$ cat src/hw/rtl/pli_pkg.sv
// ----------------------------------------------------------------------------
// pli_pkg
// Shared types and constants for the piecewise linear interpolator.
// ----------------------------------------------------------------------------
package pli_pkg;

  localparam int MAX_POINTS_DEF = 64;

  localparam int VAL_W  = 32;
  localparam int DIFF_W = VAL_W + 1;       // difference of two Q16.16 values
  localparam int PROD_W = 2 * DIFF_W;      // exact product of two differences
  localparam int QEXT_W = PROD_W + 2;      // rounded quotient magnitude
  localparam int SUM_W  = QEXT_W + 1;      // y1 plus quotient

  localparam logic [1:0] ACT_CLEAR  = 2'd0;
  localparam logic [1:0] ACT_APPEND = 2'd1;
  localparam logic [1:0] ACT_QUERY  = 2'd2;
  localparam logic [1:0] ACT_UNUSED = 2'd3;

  localparam logic [1:0] ST_INTERP = 2'd0;
  localparam logic [1:0] ST_EXTRAP = 2'd1;
  localparam logic [1:0] ST_FEW    = 2'd2;
  localparam logic [1:0] ST_ZEROW  = 2'd3;

  typedef struct packed {
    logic signed [VAL_W-1:0] w;
    logic                    del;
  } pli_query_t;

  typedef enum logic [3:0] {
    BK_IDLE,
    BK_RD,
    BK_CMP,
    BK_RDA,
    BK_RDB,
    BK_GETB,
    BK_CHK,
    BK_MUL,
    BK_DIV,
    BK_RND,
    BK_FIN,
    BK_OUT
  } pli_back_state_t;

endpackage

$ cat src/hw/rtl/pli_out_if.sv
// ----------------------------------------------------------------------------
// pli_out_if
// Output channel: interpolation result.
// ----------------------------------------------------------------------------
interface pli_out_if;
  logic               valid;
  logic               ready;
  logic signed [31:0] result_value;
  logic               deleted_out;
  logic [1:0]         status;

  modport source (output valid, result_value, deleted_out, status, input ready);
  modport sink   (input valid, result_value, deleted_out, status, output ready);
endinterface

$ cat src/hw/rtl/pli_back.sv
// ----------------------------------------------------------------------------
// pli_back
// Scans the table, forms the segment quotient bit-serially, drives results.
// ----------------------------------------------------------------------------
module pli_back import pli_pkg::*; #(
  parameter int MAX_POINTS = MAX_POINTS_DEF,
  localparam int IDX_W = $clog2(MAX_POINTS),
  localparam int CNT_W = $clog2(MAX_POINTS + 1),
  localparam int DC_W  = $clog2(PROD_W + 1)
) (
  input  logic               clk,
  input  logic               rst,
  input  logic [CNT_W-1:0]   count,
  input  logic               q_valid,
  input  pli_query_t         q_data,
  output logic               q_pop,
  output logic [IDX_W-1:0]   raddr,
  input  logic [2*VAL_W-1:0] rdata,
  output logic               busy,
  pli_out_if.source          out_ch
);
  pli_back_state_t state, state_next;

  logic signed [VAL_W-1:0] w;
  logic [CNT_W-1:0]        j;
  logic [IDX_W-1:0]        ia, ib;
  logic [1:0]              st;
  logic signed [VAL_W-1:0] x1, y1, x2, y2;
  logic [DIFF_W-1:0]       mdy, mdw, mdx;
  logic                    neg;
  logic [PROD_W-1:0]       dvd;
  logic [DIFF_W-1:0]       rem;
  logic [DC_W-1:0]         dcnt;
  logic [QEXT_W-1:0]       qmag;
  logic signed [VAL_W-1:0] res;
  logic                    res_del;

  logic signed [VAL_W-1:0]  rx, ry;
  logic signed [DIFF_W-1:0] dy, dw, dx;
  logic [DIFF_W:0]          rem_sh;
  logic                     ge;
  logic signed [SUM_W-1:0]  sq, sum;

  assign rx = rdata[2*VAL_W-1:VAL_W];
  assign ry = rdata[VAL_W-1:0];
  assign dy = DIFF_W'(y2) - DIFF_W'(y1);
  assign dw = DIFF_W'(w) - DIFF_W'(x1);
  assign dx = DIFF_W'(x2) - DIFF_W'(x1);
  assign rem_sh = {rem, dvd[PROD_W-1]};
  assign ge = rem_sh >= {1'b0, mdx};
  assign sq  = neg ? -SUM_W'(qmag) : SUM_W'(qmag);
  assign sum = SUM_W'(y1) + sq;

  assign busy  = (state != BK_IDLE);
  assign q_pop = (state == BK_IDLE) && q_valid;

  always_comb begin
    state_next = state;
    raddr      = j[IDX_W-1:0];
    case (state)
      BK_IDLE: begin
        if (q_valid) begin
          if (q_data.del || count < CNT_W'(2)) begin
            state_next = BK_OUT;
          end else begin
            state_next = BK_RD;
          end
        end
      end
      BK_RD:   state_next = BK_CMP;
      BK_CMP: begin
        if (rx > w || j + 1'b1 == count) begin
          state_next = BK_RDA;
        end else begin
          state_next = BK_RD;
        end
      end
      BK_RDA: begin
        raddr      = ia;
        state_next = BK_RDB;
      end
      BK_RDB: begin
        raddr      = ib;
        state_next = BK_GETB;
      end
      BK_GETB: state_next = BK_CHK;
      BK_CHK: begin
        if (y1 == y2 || x1 == x2) begin
          state_next = BK_OUT;
        end else begin
          state_next = BK_MUL;
        end
      end
      BK_MUL:  state_next = BK_DIV;
      BK_DIV: begin
        if (dcnt == DC_W'(1)) begin
          state_next = BK_RND;
        end
      end
      BK_RND:  state_next = BK_FIN;
      BK_FIN:  state_next = BK_OUT;
      BK_OUT: begin
        if (!out_ch.valid || out_ch.ready) begin
          state_next = BK_IDLE;
        end
      end
      default: state_next = BK_IDLE;
    endcase
  end

  always_ff @(posedge clk) begin
    if (rst) begin
      state        <= BK_IDLE;
      out_ch.valid <= 1'b0;
    end else begin
      state <= state_next;
      if (state == BK_OUT && (!out_ch.valid || out_ch.ready)) begin
        out_ch.valid <= 1'b1;
      end else if (out_ch.ready) begin
        out_ch.valid <= 1'b0;
      end
    end
  end

  always_ff @(posedge clk) begin
    case (state)
      BK_IDLE: begin
        w       <= q_data.w;
        j       <= '0;
        st      <= ST_INTERP;
        res     <= '0;
        res_del <= q_data.del;
        if (!q_data.del && count < CNT_W'(2)) begin
          st <= ST_FEW;
        end
      end
      BK_CMP: begin
        if (rx > w) begin
          if (j == '0) begin
            ia <= '0;
            ib <= IDX_W'(1);
            st <= ST_EXTRAP;
          end else begin
            ia <= IDX_W'(j - 1'b1);
            ib <= j[IDX_W-1:0];
          end
        end else if (j + 1'b1 == count) begin
          // no stored x above w: last segment
          ia <= IDX_W'(count - CNT_W'(2));
          ib <= IDX_W'(count - 1'b1);
          st <= ST_EXTRAP;
        end else begin
          j <= j + 1'b1;
        end
      end
      BK_RDB: begin
        x1 <= rx;
        y1 <= ry;
      end
      BK_GETB: begin
        x2 <= rx;
        y2 <= ry;
      end
      BK_CHK: begin
        res <= y1;
        if (y1 != y2 && x1 == x2) begin
          st <= ST_ZEROW;
        end
        mdy <= dy[DIFF_W-1] ? DIFF_W'(-dy) : DIFF_W'(dy);
        mdw <= dw[DIFF_W-1] ? DIFF_W'(-dw) : DIFF_W'(dw);
        mdx <= dx[DIFF_W-1] ? DIFF_W'(-dx) : DIFF_W'(dx);
        neg <= dy[DIFF_W-1] ^ dw[DIFF_W-1] ^ dx[DIFF_W-1];
      end
      BK_MUL: begin
        dvd  <= mdy * mdw;
        rem  <= '0;
        dcnt <= DC_W'(PROD_W);
      end
      BK_DIV: begin
        // restoring division, one quotient bit per cycle
        rem  <= ge ? DIFF_W'(rem_sh - {1'b0, mdx}) : DIFF_W'(rem_sh);
        dvd  <= {dvd[PROD_W-2:0], ge};
        dcnt <= dcnt - 1'b1;
      end
      BK_RND: begin
        qmag <= QEXT_W'(dvd) + QEXT_W'(({rem, 1'b0} >= {1'b0, mdx}));
      end
      BK_FIN: begin
        if (sum > SUM_W'(32'sh7fffffff)) begin
          res <= 32'sh7fffffff;
        end else if (sum < -SUM_W'(33'sh080000000)) begin
          res <= 32'sh80000000;
        end else begin
          res <= sum[VAL_W-1:0];
        end
      end
      BK_OUT: begin
        if (!out_ch.valid || out_ch.ready) begin
          out_ch.result_value <= res;
          out_ch.deleted_out  <= res_del;
          out_ch.status       <= st;
        end
      end
      default: ;
    endcase
  end
endmodule

$ cat src/flat_wrapper.sv
// flat-port wrapper written by rule: the top's interface ports become plain ports
module pli_back_flat import pli_pkg::*;
#(
  parameter int MAX_POINTS = MAX_POINTS_DEF,
  localparam int IDX_W = $clog2(MAX_POINTS),
  localparam int CNT_W = $clog2(MAX_POINTS + 1),
  localparam int DC_W  = $clog2(PROD_W + 1)
)
  (clk, rst, count, q_valid, q_data, q_pop, raddr, rdata, busy, out_ch_valid, out_ch_result_value, out_ch_deleted_out, out_ch_status, out_ch_ready);
  pli_out_if out_ch_i ();
  input  logic clk;
  input  logic rst;
  input  logic [CNT_W-1:0] count;
  input  logic q_valid;
  input  pli_query_t q_data;
  output logic q_pop;
  output logic [IDX_W-1:0] raddr;
  input  logic [2*VAL_W-1:0] rdata;
  output logic busy;
  output wire logic [$bits(out_ch_i.valid)-1:0] out_ch_valid;
  output wire logic [$bits(out_ch_i.result_value)-1:0] out_ch_result_value;
  output wire logic [$bits(out_ch_i.deleted_out)-1:0] out_ch_deleted_out;
  output wire logic [$bits(out_ch_i.status)-1:0] out_ch_status;
  input wire logic [$bits(out_ch_i.ready)-1:0] out_ch_ready;
  assign out_ch_valid = out_ch_i.valid;
  assign out_ch_result_value = out_ch_i.result_value;
  assign out_ch_deleted_out = out_ch_i.deleted_out;
  assign out_ch_status = out_ch_i.status;
  assign out_ch_i.ready = out_ch_ready;
  pli_back #(.MAX_POINTS(MAX_POINTS)) u_core (.clk(clk), .rst(rst), .count(count), .q_valid(q_valid), .q_data(q_data), .q_pop(q_pop), .raddr(raddr), .rdata(rdata), .busy(busy), .out_ch(out_ch_i));
endmodule
$ cat config.mk
export PLATFORM = sky130hd
export DESIGN_NAME = pli_back_flat
export DESIGN_NICKNAME = d
export VERILOG_FILES = /design/src/hw/rtl/pli_pkg.sv /design/src/hw/rtl/pli_out_if.sv /design/src/hw/rtl/pli_back.sv /design/src/flat_wrapper.sv
export SDC_FILE = /design/constraint.sdc
export NUM_CORES = 2
export LEC_CHECK = 0
export ABC_AREA = 1
export BUFFER_PORTS_ARGS = -buffer_cell sky130_fd_sc_hd__buf_2
export CORE_ASPECT_RATIO = 1.75
export CORE_MARGIN = 1.5
export CORE_UTILIZATION = 55
export CTS_BUF_LIST = sky130_fd_sc_hd__clkbuf_4
export CTS_CLUSTER_DIAMETER = 60
export DETAILED_ROUTE_END_ITERATION = 10
export MAX_ROUTING_LAYER = met4
export PLACE_DENSITY = 0.71
export SLEW_MARGIN = 20
export SYNTH_ARGS = -nofsm -noshare
export SYNTH_HDL_FRONTEND = slang
export SYNTH_SLANG_ARGS = --single-unit
$ cat constraint.sdc
create_clock -name clk -period 27.3 [get_ports clk]
set_clock_uncertainty 0.1 [all_clocks]
set_input_delay 4.095 -clock clk [delete_from_list [all_inputs] [get_ports clk]]
set_output_delay 4.095 -clock clk [all_outputs]
set_load 0.02 [all_outputs]
Word level (Yosys, flattened, before mapping)
Cells that the tools add are included.
- add/subtract/negate cells: 15
- multiply operators: 1
- magnitude comparators: 6
- eq/ne operators: 24
- mux-type cells: 36
- bitwise operators: 2
- reductions and logical operators: 24
- operators by type and width (operator ; count):
    32-bit 2-to-1 mux ; 5
    66-bit one-hot mux with 2 select lines ; 1
    33-bit negator ; 3
    32-bit by 32-bit subtractor with 33-bit output ; 3
    32-bit one-hot mux with 3 select lines ; 1
    32-bit by 69-bit adder with 69-bit output ; 1
    69-bit by 32-bit greater-than comparator with 1-bit output (second input constant) ; 1
    69-bit by 32-bit < comparator with 1-bit output (second input constant) ; 1
    69-bit 2-to-1 mux ; 1
    68-bit negator with 69-bit output ; 1
    34-bit by 33-bit >= comparator with 1-bit output ; 2
    66-bit by 1-bit adder with 67-bit output ; 1
    33-bit by 33-bit multiplier with 66-bit output ; 1
    33-bit one-hot mux with 2 select lines ; 1
    32-bit equality test ; 2
    4-bit one-hot mux with 12 select lines ; 1
    6-bit 2-to-1 mux ; 6
    33-bit 2-to-1 mux ; 1
    33-bit subtractor ; 1
    32-bit greater-than comparator ; 1
    32-bit inequality test ; 1
    7-bit one-hot mux with 2 select lines ; 2
    4-bit 2-to-1 mux ; 5
    4-bit by 3-bit equality test with 1-bit output (second input constant) ; 4
    other kinds (31) ; 61
- bits in registers: 528
- input port bits: 108
- output and inout bits: 44
- logic and storage cells: 135

Logic depth before layout (Yosys ltp)
- depth in word-level cells: 7
- depth in mapped cells: 40
- mapped depth without buffers: 39

Worst setup path before layout
OpenSTA, ideal clock, no wires.
- path type: register to register
- start point: register u_core.state[2]
- end point: register u_core.dcnt[0], enable pin
- library setup time: 0.719 ns
- arrival: 8.016 ns
- data required time: 26.481 ns
- setup slack: 18.464 ns
- cell stages (with the launch flop): 5
- clock period less this slack: 8.836 ns
- path through: dfxtp_1 > inv_1 > nor2_1 > inv_1 > o21ai_0
- cells in the longest elaborated chain, start to end: 2
- elaborated cells between the ends (all ways): 3
- classes of those cells: eq/ne (2); reduce/logical (1)
- ends and longest elaborated chain (what ; RTL line ; text):
    from (decl) ; pli_back.sv:22 ; pli_back_state_t state, state_next;
    from (signal assigned) ; pli_back.sv:116 ; state <= state_next;
    4-bit by 3-bit equality test with 1-bit output or 4-bit equality test (tied branches) ; pli_back.sv:126 ; case (state)
    2-bit nonzero test (no source line) (*) ; -- ;
    to (signal assigned) ; pli_back.sv:177 ; dcnt <= DC_W'(PROD_W);
    to (signal assigned) ; pli_back.sv:183 ; dcnt <= dcnt - 1'b1;
    to (decl) ; pli_back.sv:33 ; logic [DC_W-1:0] dcnt;
Mark *: on every way between the ends. The rest lies on a longest branch, timed or not.
A chain may end at the register's enable or synchronous reset.

Worst setup path in the final report
- start point: register u_core.mdw[11]
- end point: register u_core.dvd[58], data pin
- cells in the longest elaborated chain, start to end: 2
- ends and longest elaborated chain (what ; RTL line ; text):
    from (decl) ; pli_back.sv:29 ; logic [DIFF_W-1:0] mdy, mdw, mdx;
    from (signal assigned) ; pli_back.sv:170 ; mdw <= dw[DIFF_W-1] ? DIFF_W'(-dw) : DIFF_W'(dw);
    33-bit by 33-bit multiplier with 66-bit output ; pli_back.sv:175 ; dvd <= mdy * mdw;
    66-bit one-hot mux with 2 select lines ; pli_back.sv:126 ;
    to (signal assigned) ; pli_back.sv:175 ;
    to (signal assigned) ; pli_back.sv:182 ; dvd <= {dvd[PROD_W-2:0], ge};
    to (decl) ; pli_back.sv:31 ; logic [PROD_W-1:0] dvd;
Every way passes these cells.

==> summary.txt <==
Worst setup path
  • Critical Path Source: u_core.mdw[11]
  • CP Class: reg2reg
  • FF-to-FF End: u_core.dvd[58]
  • Endpoint type of the worst setup path: register
  • Worst stage delay on the critical path: 750 ps
  • Reg-to-Reg Start: u_core.mdw[11]
  • WP buf/inv: 4
  • CP startpoint kind: register
  • Critical path depth: 27
  • Top delay family on crit path: adder cells
  • CP max FO: 21
  • CP arrival: approximately 9400 ps
  • Worst R2R Setup Slack: ~19000 ps
  • Critical path's slowest cell: edfxtp_1
  • R2R cell count: 27
  • Critical Path RT: 28050 ps

CTS
  • TritonCTS buffer count: 136
  • Cts repair resizes: 0
  • Clock-pin slew on the worst setup and hold paths: about 70 ps
  • Post-CTS Setup Inserts: 0
  • CTS sink count: 527
  • Hold_buf cts: 0
  • Clk buf depth: 3
  • Number of H-tree levels: 4
  • Root Buffer: clkbuf_4
  • CTS tree: built
  • Clock Latency Late Sink: 1210 ps

Yosys
  • Number of synthesized flops with an enable pin: 522
  • Ys Warns: 0
  • Mapped Avg Cell Area: 7.54 sq um
  • Ys flop type: edfxtp_1
  • Syn Nets: 11900
  • Ys async rst share: 0%
  • Synth Cell Area: 77400 sq um
  • #FFs+latches synth: 527
  • Yosys cell types: 70
  • Mapped Cells: 10300
  • Post-synthesis sequential area ratio: slightly above 20%

STA
  • Final setup fails: 0
  • RSZ-0062 raised after global routing: false
  • Slew HR: 9.42%
  • Setup ws final: 18610 ps
  • Endpoints failing hold: 0
  • Period utilisation layout: a little under a third
  • Max Freq: around 120 MHz
  • Worst slew pin tran: 1350 ps
  • Final Critical Period: 8690 ps
  • Fin. max-slew vios: 0
  • Final setup TNS: 0 ps

Job
  • Max cap viols: 0

Placed design
  • Buffers on Ports: 151
  • Inst Count DP: 12000
  • Routability Congestion: around 1.1
  • Worst slack, placed: 18640 ps
  • Detailed Place HPWL: ~220000 um

Floorplanning
  • Initial Util: 55.3%
  • Die W: 287 um
  • IO Pins: 152
  • Core Rows: about 180
  • Chip height: between 400 and 500 um
  • Core Area: 140000 sq um
  • Die area: ~140000 sq um

Global routing
  • Initial antenna violation count: 12
  • Total Routing Usage GR: 39.9%
  • Vias in the first global route: a little over 70000
  • First-pass GRT wire length: 410000 um
  • Largest net degree at the start of global routing: 91
  • Total global routing overflow: 0

Final layout
  • Layout cells sized above 1: 5.78%
  • Layout Utilization: 58.5%
  • Number of non-filler instances in the completed layout: 12300
  • NumNets Final: 11900
  • Area growth syn-to-layout: 5.71%

Drt
  • Total wire length: 273000 um
  • Via count: 67500
  • WL/cell: 22.2 um
  • Initial DRC count: 4203
  • Mean number of vias per cell: 5.49
  • Drt first pass iters: 6
  • Final antenna-violating net count: 0
  • # DRC: 0

Run status
  • Status: finished, final reports clean

Pwr
  • Power Density: 101 nW/um^2
  • Maximum VDD drop: ~140 uV
  • LEAKAGE: approximately 44 nW

Worst hold path
  • Hold Path Class: reg2reg
  • Hold wc startpoint: u_core.res[12]
  • Worst hold stages: 0
  • Hold worst-path end: u_core.out_ch.result_value[12]
stage by stage:
step | total power, mW | cell area, sq um | hold slack (ps)
3_3_place_gp | 7.40 | 79900 | 301
4_1_cts | 8.22 | 81800 | 306
6_report | 8.28 | 81900 | 302
2_1_floorplan | 5.50 | 77400 | 300
5_1_grt | 8.98 | 81900 | 317
3_5_place_dp | 7.43 | 79900 | 306
registers in the layout, summed over array words and instances, names as in the netlist, 4 cells and up:
name                        cells
u_core.mdy                     33
u_core.dcnt                     7
u_core.mdx                     33
u_core.x1                      32
u_core.ib                       6
u_core.x2                      32
u_core.res                     32
u_core.y2                      32
u_core.mdw                     33
u_core.y1                      32
u_core.w                       32
u_core.qmag                    67
u_core.out_ch.result_value     32
u_core.dvd                     66
u_core.ia                       6
u_core.rem                     33
u_core.state                    4
u_core.j                        7
how the worst max path moves through the flow:
stage	to
floorplan	u_core.dcnt[0]
global placement	q_pop
detailed placement	q_pop
CTS	q_pop
global route	u_core.dvd[58]
finish	u_core.dvd[58]
kinds of logic after synthesis:
kind of cell,share of synthesized area [%]
DFF,20.4
adders and majority gates,33.1
and+or+nand+nor,22.1
xor gates and xnor gates,4.40
buffers and inverters,14.1
AOI/OAI and AO/OA,5.93
report_power, final:
part	leakage [nW]	switching, mW	internal, mW
clock	1.07	0.382	0.382
sequential	4.85	0.131	1.30
combinational	38.2	4.10	1.98
total	44.1	4.61	3.66
metal layers:
layer  wire length, um  global-route usage (%)  vias up
met1             83400                    36.2    32300
li1                  -                       -    31100
met5                 0                       -        -
met4             30200                    35.7        0
met3             18200                    7.33     1213
met2            141000                    70.2     2870
cells in the mapped netlist, types with 26 or more instances:
cell      number  share of area (%)
a31oi_1       61               0.49
xnor2_1      115                1.3
a21oi_1      369                2.4
edfxtp_1     522                 20
clkbuf_1     300                1.5
or2_2         28               0.23
o21ai_0      263                1.7
xor2_1       265                3.0
nand4_1      108               0.87
o21bai_1      26               0.25
nor2_1       676                3.3
nor3_1        96               0.62
ha_1         507                8.2
fa_1         963                 25
inv_1       2556                 12
nor4_1        45               0.36
nand2_1     2813                 14
nand3b_1      27               0.26
nand3_1      274                1.8
final cells by class:
type,count,area (sq um)
Inverter,2575,9670
Multi-Input combinational cell,6845,50800
Timing Repair Buffer,237,1400
Sequential cell,527,15800
Clock buffer,180,1350
Fill cell,13300,58200
Clock inverter,63,503
Tap cell,1840,2300
Antenna cell,22,55.1
placed cells by master, fill, tap and decap left out, drive strengths merged, types with 61 or more instances in the layout:
cell,synthesis,layout
a21oi,372,372
nand2,2826,2826
xnor2,118,118
nand3,280,280
inv,2568,2576
clkbuf,300,180
fa,963,963
ha,507,507
buf,25,237
nor2,702,702
a31oi,61,61
o21ai,288,288
nand4,112,112
edfxtp,522,522
xor2,267,267
nor3,115,115
Note: power is estimated with default switching activity, not from simulation.
