**src/hw/rtl/pli_pkg.sv**
```systemverilog
// ----------------------------------------------------------------------------
// pli_pkg
// Shared types and constants for the piecewise linear interpolator.
// ----------------------------------------------------------------------------
package pli_pkg;

  localparam int MAX_POINTS_DEF = 64;

  localparam int VAL_W  = 32;
  localparam int DIFF_W = VAL_W + 1;       // difference of two Q16.16 values
  localparam int PROD_W = 2 * DIFF_W;      // exact product of two differences
  localparam int QEXT_W = PROD_W + 2;      // rounded quotient magnitude
  localparam int SUM_W  = QEXT_W + 1;      // y1 plus quotient

  localparam logic [1:0] ACT_CLEAR  = 2'd0;
  localparam logic [1:0] ACT_APPEND = 2'd1;
  localparam logic [1:0] ACT_QUERY  = 2'd2;
  localparam logic [1:0] ACT_UNUSED = 2'd3;

  localparam logic [1:0] ST_INTERP = 2'd0;
  localparam logic [1:0] ST_EXTRAP = 2'd1;
  localparam logic [1:0] ST_FEW    = 2'd2;
  localparam logic [1:0] ST_ZEROW  = 2'd3;

  typedef struct packed {
    logic signed [VAL_W-1:0] w;
    logic                    del;
  } pli_query_t;

  typedef enum logic [3:0] {
    BK_IDLE,
    BK_RD,
    BK_CMP,
    BK_RDA,
    BK_RDB,
    BK_GETB,
    BK_CHK,
    BK_MUL,
    BK_DIV,
    BK_RND,
    BK_FIN,
    BK_OUT
  } pli_back_state_t;

endpackage

```
**src/hw/rtl/pli_in_if.sv**
```systemverilog
// ----------------------------------------------------------------------------
// pli_in_if
// Input channel: action with point or query payload.
// ----------------------------------------------------------------------------
interface pli_in_if;
  logic               valid;
  logic               ready;
  logic [1:0]         action;
  logic signed [31:0] x_value;
  logic signed [31:0] y_value;
  logic               deleted_in;

  modport source (output valid, action, x_value, y_value, deleted_in, input ready);
  modport sink   (input valid, action, x_value, y_value, deleted_in, output ready);
endinterface

```
**src/hw/rtl/pli_front.sv**
```systemverilog
// ----------------------------------------------------------------------------
// pli_front
// Accepts items, maintains the point table and count, queues queries.
// ----------------------------------------------------------------------------
module pli_front import pli_pkg::*; #(
  parameter int MAX_POINTS = MAX_POINTS_DEF,
  localparam int IDX_W = $clog2(MAX_POINTS),
  localparam int CNT_W = $clog2(MAX_POINTS + 1)
) (
  input  logic                  clk,
  input  logic                  rst,
  pli_in_if.sink                in_ch,
  output logic                  we,
  output logic [IDX_W-1:0]      waddr,
  output logic [2*VAL_W-1:0]    wdata,
  output logic [CNT_W-1:0]      count,
  output logic                  q_valid,
  output pli_query_t            q_data,
  input  logic                  q_pop,
  input  logic                  back_busy
);
  pli_query_t ent [2];
  logic       wr_ptr;
  logic       rd_ptr;
  logic [1:0] q_cnt;
  logic       take;
  logic       push;

  // Table updates wait until no query is pending, so a scan sees a stable table.
  always_comb begin
    if (in_ch.action == ACT_QUERY) begin
      in_ch.ready = (q_cnt != 2'd2);
    end else begin
      in_ch.ready = (q_cnt == 2'd0) && !back_busy;
    end
  end

  assign take  = in_ch.valid && in_ch.ready;
  assign push  = take && (in_ch.action == ACT_QUERY);
  assign we    = take && (in_ch.action == ACT_APPEND) && !in_ch.deleted_in &&
                 (count < CNT_W'(MAX_POINTS));
  assign waddr = count[IDX_W-1:0];
  assign wdata = {in_ch.x_value, in_ch.y_value};

  assign q_valid = (q_cnt != 2'd0);
  assign q_data  = ent[rd_ptr];

  always_ff @(posedge clk) begin
    if (rst) begin
      count  <= '0;
      wr_ptr <= 1'b0;
      rd_ptr <= 1'b0;
      q_cnt  <= '0;
    end else begin
      if (take && in_ch.action == ACT_CLEAR) begin
        count <= '0;
      end else if (we) begin
        count <= count + 1'b1;
      end
      if (push) begin
        wr_ptr <= !wr_ptr;
      end
      if (q_pop) begin
        rd_ptr <= !rd_ptr;
      end
      q_cnt <= q_cnt + {1'b0, push} - {1'b0, q_pop};
    end
  end

  always_ff @(posedge clk) begin
    if (push) begin
      ent[wr_ptr] <= '{w: in_ch.x_value, del: in_ch.deleted_in};
    end
  end
endmodule

```
**src/flat_wrapper.sv**
```systemverilog
// flat-port wrapper written by rule: the top's interface ports become plain ports
module pli_front_flat import pli_pkg::*;
#(
  parameter int MAX_POINTS = MAX_POINTS_DEF,
  localparam int IDX_W = $clog2(MAX_POINTS),
  localparam int CNT_W = $clog2(MAX_POINTS + 1)
)
  (clk, rst, we, waddr, wdata, count, q_valid, q_data, q_pop, back_busy, in_ch_valid, in_ch_action, in_ch_x_value, in_ch_y_value, in_ch_deleted_in, in_ch_ready);
  pli_in_if in_ch_i ();
  input  logic clk;
  input  logic rst;
  output logic we;
  output logic [IDX_W-1:0] waddr;
  output logic [2*VAL_W-1:0] wdata;
  output logic [CNT_W-1:0] count;
  output logic q_valid;
  output pli_query_t q_data;
  input  logic q_pop;
  input  logic back_busy;
  input wire logic [$bits(in_ch_i.valid)-1:0] in_ch_valid;
  input wire logic [$bits(in_ch_i.action)-1:0] in_ch_action;
  input wire logic [$bits(in_ch_i.x_value)-1:0] in_ch_x_value;
  input wire logic [$bits(in_ch_i.y_value)-1:0] in_ch_y_value;
  input wire logic [$bits(in_ch_i.deleted_in)-1:0] in_ch_deleted_in;
  output wire logic [$bits(in_ch_i.ready)-1:0] in_ch_ready;
  assign in_ch_i.valid = in_ch_valid;
  assign in_ch_i.action = in_ch_action;
  assign in_ch_i.x_value = in_ch_x_value;
  assign in_ch_i.y_value = in_ch_y_value;
  assign in_ch_i.deleted_in = in_ch_deleted_in;
  assign in_ch_ready = in_ch_i.ready;
  pli_front #(.MAX_POINTS(MAX_POINTS)) u_core (.clk(clk), .rst(rst), .in_ch(in_ch_i), .we(we), .waddr(waddr), .wdata(wdata), .count(count), .q_valid(q_valid), .q_data(q_data), .q_pop(q_pop), .back_busy(back_busy));
endmodule
```
**config.mk**
```make
export PLATFORM = sky130hd
export DESIGN_NAME = pli_front_flat
export DESIGN_NICKNAME = d
export VERILOG_FILES = /design/src/hw/rtl/pli_pkg.sv /design/src/hw/rtl/pli_in_if.sv /design/src/hw/rtl/pli_front.sv /design/src/flat_wrapper.sv
export SDC_FILE = /design/constraint.sdc
export NUM_CORES = 1
export LEC_CHECK = 0
export BUFFER_PORTS_ARGS = -buffer_cell sky130_fd_sc_hd__buf_2
export CAP_MARGIN = 20
export CORE_MARGIN = 2
export CORE_UTILIZATION = 35
export CTS_BUF_LIST = sky130_fd_sc_hd__clkbuf_16
export CTS_CLUSTER_SIZE = 8
export DETAILED_ROUTE_END_ITERATION = 10
export GPL_ROUTABILITY_DRIVEN = 0
export PLACE_DENSITY_LB_ADDON = 0.12
export SYNTH_ARGS = -nofsm -noshare
export SYNTH_HDL_FRONTEND = slang
export SYNTH_SLANG_ARGS = --single-unit
```
**constraint.sdc**
```tcl
create_clock -name clk -period 8.55 [get_ports clk]
set_input_delay 1.71 -clock clk [delete_from_list [all_inputs] [get_ports clk]]
set_output_delay 1.71 -clock clk [all_outputs]
set_load 0.03 [all_outputs]
```
### Word level (Yosys, flattened, before mapping)

Memory sizes are Yosys's and may differ from the RTL's. A register that Yosys moved wholly into a read port is not among the register bits.
Cells that the tools add are included.

| cells by class | value |
|---|---|
| reductions and logical operators | 15 |
| shift operators | 0 |
| bitwise logic cells | 0 |
| multiply operators | 0 |
| equal/unequal tests | 3 |
| add/subtract/negate cells | 3 |
| div/mod/pow operators | 0 |
| mux-type cells | 5 |
| $lt $le $gt $ge | 1 |

Operators with widths:

| kind | count |
|---|---|
| adder 7 x 1 -> 7 bit, second input constant | 1 |
| logical AND 1 bit | 7 |
| less-than comparator 7 bit, second input constant | 1 |
| two-way mux 1 bit | 5 |
| zero test 1 bit | 4 |
| zero test 2 bit | 2 |
| adder 2 x 1 -> 2 bit | 1 |
| == test 2 x 1 -> 1 bit, second input constant | 1 |
| == test 2 bit, second input constant | 1 |
| inequality test 2 bit, second input constant | 1 |
| nonzero test 2 bit | 1 |
| OR reduction 2 bit | 1 |
| subtractor 2 x 1 -> 2 bit | 1 |

| storage, ports and cells | value |
|---|---|
| memory bits (writable) | 66 |
| output and inout bits | 113 |
| bits of input ports | 72 |
| memories | 1 |
| memory bits (read-only) | 0 |
| bits in latches | 0 |
| register bits | 11 |

Memories:

| name | depth | bits a word | rd ports | clocked after memory_dff | write ports | RTL line | RTL |
|---|---|---|---|---|---|---|---|
| u_core.ent | 2 | 33 | 1 | 1 | 1 | pli_front.sv:22 | `pli_query_t ent [2];` |

### Logic depth before layout (Yosys ltp)

Gate-level depths: netlist (run 1).

| depth | value |
|---|---|
| depth after elaboration | 7 |
| mapped depth | 5 |
| gate-level depth less buffers | 5 |

### Worst setup path after synthesis (run 1)

Ideal clock, no wire load.

| timing path | value |
|---|---|
| path kind | input port to flip-flop |
| from | input in_ch_action[0] |
| to | memory u_core.ent[1][0] (netlist name), enable pin |
| setup slack | 3.633 ns |
| library setup time | 0.471 ns |
| cell stages on the path | 2 |
| arrival | 4.445 ns |
| required time | 8.079 ns |
| path through | nand3b_1 nor3b_1 |

| between the ends | value |
|---|---|
| word-level cells in the longest chain between the ends | 6 |

RTL lines:

| element | RTL line | RTL |
|---|---|---|
| start, declared | flat_wrapper.sv:21 | `input wire logic [$bits(in_ch_i.action)-1:0] in_ch_action;` |
| == test 2 bit (*) | pli_front.sv:31, pli_front.sv:39 |  |
| two-way mux 1 bit | pli_front.sv:31 | `if (in_ch.action == ACT_QUERY) begin` |
| logical AND 1 bit | pli_front.sv:38 | `assign take = in_ch.valid && in_ch.ready;` |
| logical AND 1 bit (*) | pli_front.sv:39 | `assign push = take && (in_ch.action == ACT_QUERY);` |
| two-way mux 1 bit (*) | pli_front.sv:71 | `if (push) begin` |
| two-way mux 1 bit (implied by the code) (*) | pli_front.sv:72 | `ent[wr_ptr] <= '{w: in_ch.x_value, del: in_ch.deleted_in};` |
| end, declared | pli_front.sv:22 |  |

Mark *: on every way between the ends. The rest lies on a longest branch, timed or not.

### Worst setup path in the final report (run 1)

| timing path | value |
|---|---|
| from | input in_ch_action[1] |
| to | output we |

| between the ends | value |
|---|---|
| word-level cells in the longest chain between the ends | 6 |
| elaborated cells between the ends (all ways) | 7 |
| those cells by class | 2 x eq/ne; 1 x mux; 4 x reduce/logical |

RTL lines:

| element | RTL line | RTL |
|---|---|---|
| == test 2 bit | pli_front.sv:31 |  |
| two-way mux 1 bit | pli_front.sv:31 |  |
| logical AND 1 bit | pli_front.sv:38 |  |
| logical AND 1 bit (*) (3 in series) | pli_front.sv:40 | `assign we = take && (in_ch.action == ACT_APPEND) && !in_ch.deleted_in &&` |
| end, declared | flat_wrapper.sv:12 | `output logic we;` |

Marked as above.

==> impl_results.md, run 1 <==
* Syn nets at 323
* Crit share post-route at 0.527
* Max Transition Viols Final at 0
* Routed via count at 2022
* Remaining DRCs at 0
* Rel. slew slack at 0.405
* # rows at 36
* Pwr dens at 244 nW/µm²
* CP Max Fanout at 14
* Die Ht at 105 µm
* DRT iter0 DRCs at 54
* First-pass GRT wire length at 9600 µm
* RSZ-0062 raised after global routing: false
* Grt total ovfl at 0
* Total CTS buffers at 9
* Worst path arrival time at 2.79 ns
* Maximum vdd drop at 0.0000985 V
* Max clock buf depth at 2
* Post-CTS Resized at 0
* Synthesis warning total at 0
* Synth Register Bits at 78
* Top-Level Pins at 185
* Largest net degree at the start of global routing at 34
* Drt pass-1 iters at 4
* Commonest non-fill, non-tap cells in the layout: 120 x buf_2, 66 x edfxtp_1, 33 x mux2_2
* Switching power at 0.227 mW
* MaxCap Viol Count at 0
* Setup WS post-layout at 4.05 ns
* Gate Count Post-Synth at 249
* Worst Path Class, Setup: in -> out
* Vias per cell at 4.57
* GRT Total Usage at 0.115
* Sw frac at 0.226
* Initial Util at 0.361
* CP Buf/Inv Count at 2
* Gate power share at 0.118
* Seq/Total Area, Yosys at 0.626
* Full die area at 11000 µm²
* Top_reg_cell synth: edfxtp_1
* Max stage delay on crit path at 0.62 ns
* Largest delay share family, worst path: simple AND/OR/NAND/NOR gates
* Startpoint types: input port
* Die X at 105 µm
* Period minus WS final at 4.50 ns
* Syn Area/Cell at 14.3 µm²
* Setup-failing EPs final at 0
* Post-synth ARST share at 0
* Sequential power share at 0.431
* Leakage Power at 1.62 nW
* CP endpoint kind: output pin
* Outcome: finished clean
* Clock transition at path regs at 0.05 ns
* I/O Buffers at 120
* Nets at 378
* Clock Power Share at 0.452
* Antenna violations before repair at 0
* Dpl ws at 4.04 ns
* Mapped Area at 3550 µm²
* Antenna diode count at 0
* Final Non-Filler Cells at 442
* Overall Power at 1.01 mW
* Avg WL per Cell at 14.4 µm
* Setup TNS at 0 ns
* CTS root buf: clkbuf_16
* Power Internal at 0.779 mW
* Post-Route WL at 6380 µm
* Placed Cells incl. Taps at 426
* Fmax at 222 MHz
* Syn-to-layout area delta at 16.2%
* Worst-skew pair later-pin latency at 0.33 ns
* # H-tree levels at 3
* Cell repeated most along the worst path: buf_2
* Req. time, crit path at 6.84 ns
* CTS tree: yes
* Sinks on the clock net at 78
* Post-CTS Setup Bufs at 0
* Vias in the first global route at 1851
* Number of synthesized flops with an enable pin at 66
* Worst slew pin tran at 0.888 ns
* Final ANT Viol Nets at 0
* Min-delay worst type: reg -> reg
* Hold-fix buffer count after cts at 0
* HPWL after detailed placement at 4260 µm
* Commonest non-fill, non-tap cell in the layout: buf_2
* Layout cell share with drive strength beyond 1 at 0.570
* Final hold violations at 0
* Worst path cell trace: buf_2, or4_4, nor2_1, buf_2
* R2R Setup Slk at 6.37 ns
* Core area at 9820 µm²
* Slowest-stage cell, CP: or4_4
* Clk_skew at 0.00796 ns
* Synth unique cells at 35
-- final timing paths --
| kind | from | endpoint | cells after the start |
|---|---|---|---|
| worst max-delay path | in_ch_action[1] | we | 4 |
| worst min-delay path | u_core.wr_ptr | u_core.wr_ptr | 2 |
| worst max register to register | u_core.q_cnt[1] | u_core.ent[1][1] | 3 |
| worst min register to register | u_core.wr_ptr | u_core.wr_ptr | 2 |
-- cells in the mapped netlist (all sizes together) (4+ instances only) --
master | count | area share
a21oi | 7 | 0.0099
buf | 72 | 0.15
clkbuf | 5 | 0.0053
dfxtp | 12 | 0.068
edfxtp | 66 | 0.56
inv | 4 | 0.0042
mux2 | 33 | 0.10
nor2 | 7 | 0.0074
o21ai | 5 | 0.0070
or4 | 4 | 0.0095
-- registers in the layout, indices dropped and copies added (netlist names), named ones only --
signal / flops
u_core.count: 7
u_core.ent: 66
u_core.q_cnt: 2
u_core.rd_ptr: 1
u_core.wr_ptr: 1
-- through the flow --
stage | instance area, µm² | utilization | hold WS, ns
global route | 4130 | 0.420 | 0.533
detailed placement | 3760 | 0.383 | 0.496
global placement | 3760 | 0.383 | 0.471
CTS | 4130 | 0.420 | 0.510
finish | 4130 | 0.420 | 0.506
floorplan | 3550 | - | 0.458
-- worst reg2reg max path: stages, from the launching register on --
cell and delay (ns):
dfxtp_1 0.35, nor2b_1 0.23, nor3b_2 0.77, buf_4 0.48
-- routing by layer --
layer,up-vias,share of wire,GRT usage
met5,-,0,0
met3,16,0.070,0.0331
met2,97,0.47,0.179
met4,0,0.020,0.0600
li1,950,-,-
met1,959,0.44,0.144
-- power groups by stage --
stage          registers, mW  clock network (mW)  logic [mW]
6_report               0.433               0.454       0.118
5_1_grt                0.435               0.481       0.126
4_1_cts                0.434               0.465       0.120
3_5_place_dp           0.442                   0       0.120
3_3_place_gp           0.442                   0       0.120
2_1_floorplan          0.434                   0       0.126
-- cell type report --
class                           instances  area, µm²
Clock buffer                            9        225
Clock inverter                          7        138
Inverter                                4       15.0
Timing Repair Buffer                  122        616
Fill cell                             933       5690
Tap cell                              133        166
Sequential cell                        78       2220
Multi-Input combinational cell         89        743
-- kinds of logic after synthesis --
| kind of cell | after synthesis | synth area share |
|---|---|---|
| buffers and inverters | 82 | 0.166 |
| adder cells (fa/ha/maj) | 2 | 0.00705 |
| AO/OA/AOI/OAI | 19 | 0.0324 |
| flip-flops | 78 | 0.626 |
| AND/OR/NAND/NOR | 32 | 0.0560 |
| multiplexers | 34 | 0.108 |
| XOR/XNOR | 2 | 0.00494 |
No activity file was read; power rests on OpenSTA's default activity.
==> run 2, diff against run 1 <==
Clock period 8.55 ns to 4.42 ns, I/O delays scaled along.
==> run 2 against run 1 <==
Global-route usage about the same. Count of clock-buffer cells in the layout unchanged. Worst hold slack got worse by 0.0044 ns. Sequential power increased by 94%. Cell count unchanged. Critical path depth unchanged. First-iteration DRC count increased by 39%. Sequential share of layout area increased by 0.31 points.
==> impl_results.md, run 2 (synthesized netlist as in run 1, its figures left out) <==
* Layout cell share with drive strength beyond 1 at 0.570
* Power Internal at 1.45 mW
* Placed Cells incl. Taps at 426
* Clock transition at path regs at 0.06 ns
* Top reg by flops: u_core.ent
* Nets at 378
* Grt total ovfl at 0
* Vias in the first global route at 1819
* Largest delay share family, worst path: simple AND/OR/NAND/NOR gates
* Remaining DRCs at 0
* Syn-to-layout area delta at 15.6%
* Routed via count at 1992
* Gate power share at 0.122
* Fmax at 351 MHz
* Total CTS buffers at 9
* CP Max Fanout at 14
* Post-CTS Resized at 0
* Post-CTS Setup Bufs at 0
* Setup-failing EPs final at 0
* Pwr dens at 459 nW/µm²
* First-pass GRT wire length at 9770 µm
* Critical path depth at 4
* Drt pass-1 iters at 4
* Setup TNS at 0 ns
* Req. time, crit path at 3.54 ns
* CTS root buf: clkbuf_16
* R2R depth at 4
* Clk_skew at 0.00477 ns
* Top-Level Pins at 185
* Worst path arrival time at 1.96 ns
* Outcome: finished clean
* Max Transition Viols Final at 0
* Min-delay worst type: reg -> reg
* Max stage delay on crit path at 0.62 ns
* Sequential power share at 0.444
* MaxCap Viol Count at 0
* Maximum vdd drop at 0.000208 V
* Final Non-Filler Cells at 442
* Commonest non-fill, non-tap cells in the layout: 120 x buf_2, 66 x edfxtp_1, 33 x mux2_2
* Period minus WS final at 2.85 ns
* I/O Buffers at 120
* Clock Power Share at 0.434
* Crit share post-route at 0.644
* Sw frac at 0.232
* Antenna diode count at 0
* Cell repeated most along the worst path: buf_2
* # H-tree levels at 3
* GRT Total Usage at 0.115
* DRT iter0 DRCs at 75
* CP endpoint kind: output pin
* Antenna violations before repair at 0
* CP Buf/Inv Count at 2
* Largest net degree at the start of global routing at 34
* Largest register FFs at 66
* # rows at 36
* Sinks on the clock net at 78
* Die Ht at 105 µm
* Slowest-stage cell, CP: or4_4
* Final Cell Area at 4100 µm²
* Worst Path Class, Setup: in -> out
* Final ANT Viol Nets at 0
* Rel. slew slack at 0.437
* Initial Util at 0.361
* Switching power at 0.437 mW
* Worst slew pin tran at 0.845 ns
* Commonest non-fill, non-tap cell in the layout: buf_2
* Worst-skew pair later-pin latency at 0.32 ns
* Hold-fix buffer count after cts at 0
* Max clock buf depth at 2
* Core area at 9820 µm²
* Leakage Power at 1.60 nW
* Hold path cells at 2
* Vias per cell at 4.51
* Startpoint types: input port
* Worst path cell trace: buf_2, or4_4, nor2_1, buf_2
* Full die area at 11000 µm²
* Largest regs: u_core.ent: 66 flops, u_core.count: 7 flops, u_core.q_cnt: 2 flops
* Final hold violations at 0
* Post-Route WL at 6390 µm
* CTS tree: yes
* Avg WL per Cell at 14.5 µm
* HPWL after detailed placement at 4230 µm
* Die X at 105 µm
* Placed cell areas at 3760 µm²
* RSZ-0062 raised after global routing: false
run 2: cell types whose count changed in the layout (fill, tap and decap cells not counted), sizes merged:
cell / previous run / this run
clkinv: 2 / 1
bufinv: 4 / 3
clkinvlp: 0 / 2
run 2: final cells by class:
class | count | area [µm²]
clock inverter | 7 | 114
inverter | 4 | 15.0
clock buffer | 9 | 225
tap | 133 | 166
timing repair buffer | 122 | 616
sequential | 78 | 2220
multi-input combinational | 89 | 743
fill | 959 | 5720
run 2: power by group through the flow:
stage | clock network (mW) | logic (mW) | registers, mW
2_1_floorplan | 0 | 0.244 | 0.840
3_3_place_gp | 0 | 0.232 | 0.854
3_5_place_dp | 0 | 0.233 | 0.855
4_1_cts | 0.839 | 0.234 | 0.839
5_1_grt | 0.868 | 0.247 | 0.841
6_report | 0.817 | 0.230 | 0.838
run 2: tightest hold or removal path: stages (launching register included):
cell,delay (ns)
dfxtp_1,0.31
o21ai_0,0.08
a21oi_1,0.06
run 2: path summary, 6_finish.rpt:
| check | startpoint | endpoint | slack [ns] |
|---|---|---|---|
| max | in_ch_action[1] | we | 1.57 |
| min | u_core.wr_ptr | u_core.wr_ptr | 0.50 |
| max reg2reg | u_core.q_cnt[1] | u_core.ent[0][19] | 2.62 |
| min reg2reg | u_core.wr_ptr | u_core.wr_ptr | 0.50 |
run 2: metrics by stage:
stage / total power [mW] / setup WS, ns / hold WS, ns / util
after floorplan: 1.08 / 0.329 / 0.458 / -
after global placement: 1.09 / 1.57 / 0.479 / 0.383
after detailed placement: 1.09 / 1.57 / 0.486 / 0.383
after CTS: 1.91 / 1.57 / 0.500 / 0.418
after global routing: 1.96 / 1.51 / 0.513 / 0.418
final: 1.88 / 1.57 / 0.502 / 0.418
run 2: routing by layer:
metal | track usage | wire length [µm] | up-vias
met5 | 0 | 0 | -
met4 | 0.0457 | 97 | 0
met3 | 0.0399 | 473 | 13
met2 | 0.176 | 2990 | 99
met1 | 0.149 | 2830 | 931
li1 | - | - | 949
==> run 3, diff against run 2 <==
Settings changed: ABC_AREA set to 1.
Clock period 4.42 ns to 2.5 ns, I/O delays scaled along.
==> run 3 against run 2 <==
Flip-flop and latch count stayed put. Clock skew is 0.00096 ns higher. Global-route usage is 0.34 points lower. Worst hold slack worse by 0.14 ns. Highest routed layer unchanged. Routed wire length shrank 1.8%. Sequential share of layout area decreased by 1.1 points. Register-to-register slack got worse by 1.6 ns. Core utilization grew 0.65 points. Combinational power up 85%. Cell area increased by 2.0%.
==> impl_results.md, run 3 <==
* Drt pass-1 iters at 4
* Outcome: finished clean
* HPWL after detailed placement at 4400 µm
* CTS root buf: clkbuf_16
* Worst Path Class, Setup: reg -> out
* Commonest non-fill, non-tap cell in the layout: buf_2
* First-pass GRT wire length at 9400 µm
* CTS tree: yes
* Worst path arrival time at 1.61 ns
* Min-delay src: rst
* Clock Power Share at 0.421
* Top post-synthesis cells by count: 73 x buf_4, 66 x edfxtp_1, 33 x mux2_2
* Initial Util at 0.362
* Avg WL per Cell at 13.5 µm
* Power Internal at 2.47 mW
* Antenna violations before repair at 0
* Vias per cell at 4.35
* Synth unique cells at 23
* Total CTS buffers at 9
* Synthesis warning total at 0
* CP endpoint kind: output pin
* Max Transition Viols Final at 0
* Final ANT Viol Nets at 0
* Pwr dens at 780 nW/µm²
* Full die area at 11000 µm²
* Worst slew pin tran at 0.357 ns
* Antenna diode count at 0
* Max stage delay on crit path at 0.53 ns
* Hold-fix buffer count after cts at 0
* Post-CTS Setup Bufs at 0
* Placed Cells incl. Taps at 448
* Syn-to-layout area delta at 17.1%
* Largest regs: u_core.ent: 66 flops, u_core.count: 7 flops, u_core.q_cnt: 2 flops
* Fmax at 473 MHz
* Busiest grt layer: met2
* Gate power share at 0.131
* Reg2reg start: u_core.q_cnt[0]
* Clock transition at path regs at 0.06 ns
* Die Ht at 105 µm
* Met2 usage at 0.180
* Top-Level Pins at 185
* Final Cell Area at 4190 µm²
* I/O Buffers at 120
* Crit share post-route at 0.846
* Max clock buf depth at 2
* Gate Count Post-Synth at 266
* Sequential power share at 0.449
* Grt met3 use at 0.0418
* CP Buf/Inv Count at 2
* Syn nets at 340
* Number of synthesized flops with an enable pin at 66
* Most area-hungry cell type in the Yosys netlist: edfxtp_1
* Die X at 105 µm
* Layout cell share with drive strength beyond 1 at 0.562
* Maximum vdd drop at 0.000402 V
* Worst path cell trace: buf_12, mux2_2, buf_2
* Commonest non-fill, non-tap cells in the layout: 120 x buf_2, 66 x edfxtp_1, 33 x mux2_2
* DRT iter0 DRCs at 49
* Routed via count at 2019
* CP Max Fanout at 21
* Worst-skew pair later-pin latency at 0.32 ns
* Largest net degree at the start of global routing at 34
* Post-Route WL at 6270 µm
* Mapped Area at 3570 µm²
* # rows at 36
* Vias in the first global route at 1906
* Final hold violations at 0
* GRT Total Usage at 0.111
* Rel. slew slack at 0.762
* Cell with the most instances after synthesis: buf_4
* Nets at 400
* Period minus WS final at 2.11 ns
* Placed cell areas at 3860 µm²
* Syn Area/Cell at 13.4 µm²
* Grt met1 use at 0.134
* Req. time, crit path at 2.00 ns
* Synth Register Bits at 78
* # H-tree levels at 3
* Top reg by flops: u_core.ent
* Overall Power at 3.27 mW
* Largest delay share family, worst path: flip-flops
* Min-delay worst type: in -> reg
* Synth area leaders: edfxtp_1 55%, buf_4 15%, mux2_2 10%, dfxtp_1 6.7%, nand2_1 2.6%
* Fill count at 918
* Post-synth ARST share at 0
* Remaining DRCs at 0
* Largest register FFs at 66
* Switching power at 0.792 mW
* Post-CTS Resized at 0
* Final Non-Filler Cells at 464
* Clk_skew at 0.00572 ns
* Startpoint types: flop
* RSZ-0062 raised after global routing: false
* Top-area cell type share of the netlist area at 0.555
* Core area at 9860 µm²
* Grt total ovfl at 0
* Leakage Power at 1.71 nW
* Top_reg_cell synth: edfxtp_1
* Setup-failing EPs final at 0
* Sw frac at 0.242
* Seq/Total Area, Yosys at 0.622
* MaxCap Viol Count at 0
* Sinks on the clock net at 78
* Slowest-stage cell, CP: dfxtp_2
## run 3: changes by cell type after synthesis, sizes merged, moves of 4 or more
cell and delta:
nand2 +28, inv +11, or4 -4, clkbuf -5
## run 3: area by class of cell
class | instances | area (µm²) | area share
Tap cell | 133 | 166 | 0.0398
Inverter | 15 | 56.3 | 0.0135
Sequential cell | 78 | 2220 | 0.531
Timing Repair Buffer | 123 | 661 | 0.158
Clock inverter | 7 | 96.3 | 0.0230
Multi-Input combinational cell | 99 | 757 | 0.181
Clock buffer | 9 | 225 | 0.0538
## run 3: power by group through the flow
stage                     sequential (mW)  clock [mW]  combinational [mW]
after floorplan                      1.48           0               0.430
after global placement               1.49           0               0.432
after detailed placement             1.49           0               0.434
after CTS                            1.47        1.42               0.435
after global routing                 1.47        1.47               0.456
final                                1.47        1.37               0.426
## run 3: final timing paths
path / to / slack, ns / cells past startpoint
min: u_core.rd_ptr / 0.36 / 2
min reg2reg: u_core.count[6] / 0.51 / 2
max reg2reg: u_core.ent[1][8] / 1.00 / 5
max: q_data[7] / 0.39 / 3
## run 3: cells by family after synthesis
| kind of cell | share of synthesized area |
|---|---|
| AOI/OAI and AO/OA | 0.0207 |
| xor gates and xnor gates | 0.0123 |
| adders and majority gates | 0.00700 |
| buffers and inverters | 0.171 |
| DFF | 0.622 |
| muxes | 0.104 |
| and+or+nand+nor | 0.0637 |
## run 3: routing by layer
metal,wire (µm),share of wire,vias up
met2,2950,0.47,94
met5,0,0,-
met3,489,0.078,21
li1,-,-,971
met1,2740,0.44,933
met4,95,0.015,0
## run 3: worst reg2reg max path, stage by stage, from the launching register on
cell	delay (ns)
dfxtp_1	0.33
inv_2	0.06
nand2_2	0.11
nand3_1	0.26
nor2_4	0.19
buf_12	0.24
## run 3: per-stage QoR
stage	utilization	TNS (ns)	worst slack [ns]	hold slack [ns]
2_1_floorplan	-	-7.78	-0.118	0.459
3_3_place_gp	0.392	0	0.678	0.496
3_5_place_dp	0.392	0	0.672	0.502
4_1_cts	0.424	0	0.348	0.346
5_1_grt	0.424	0	0.294	0.352
6_report	0.424	0	0.385	0.360
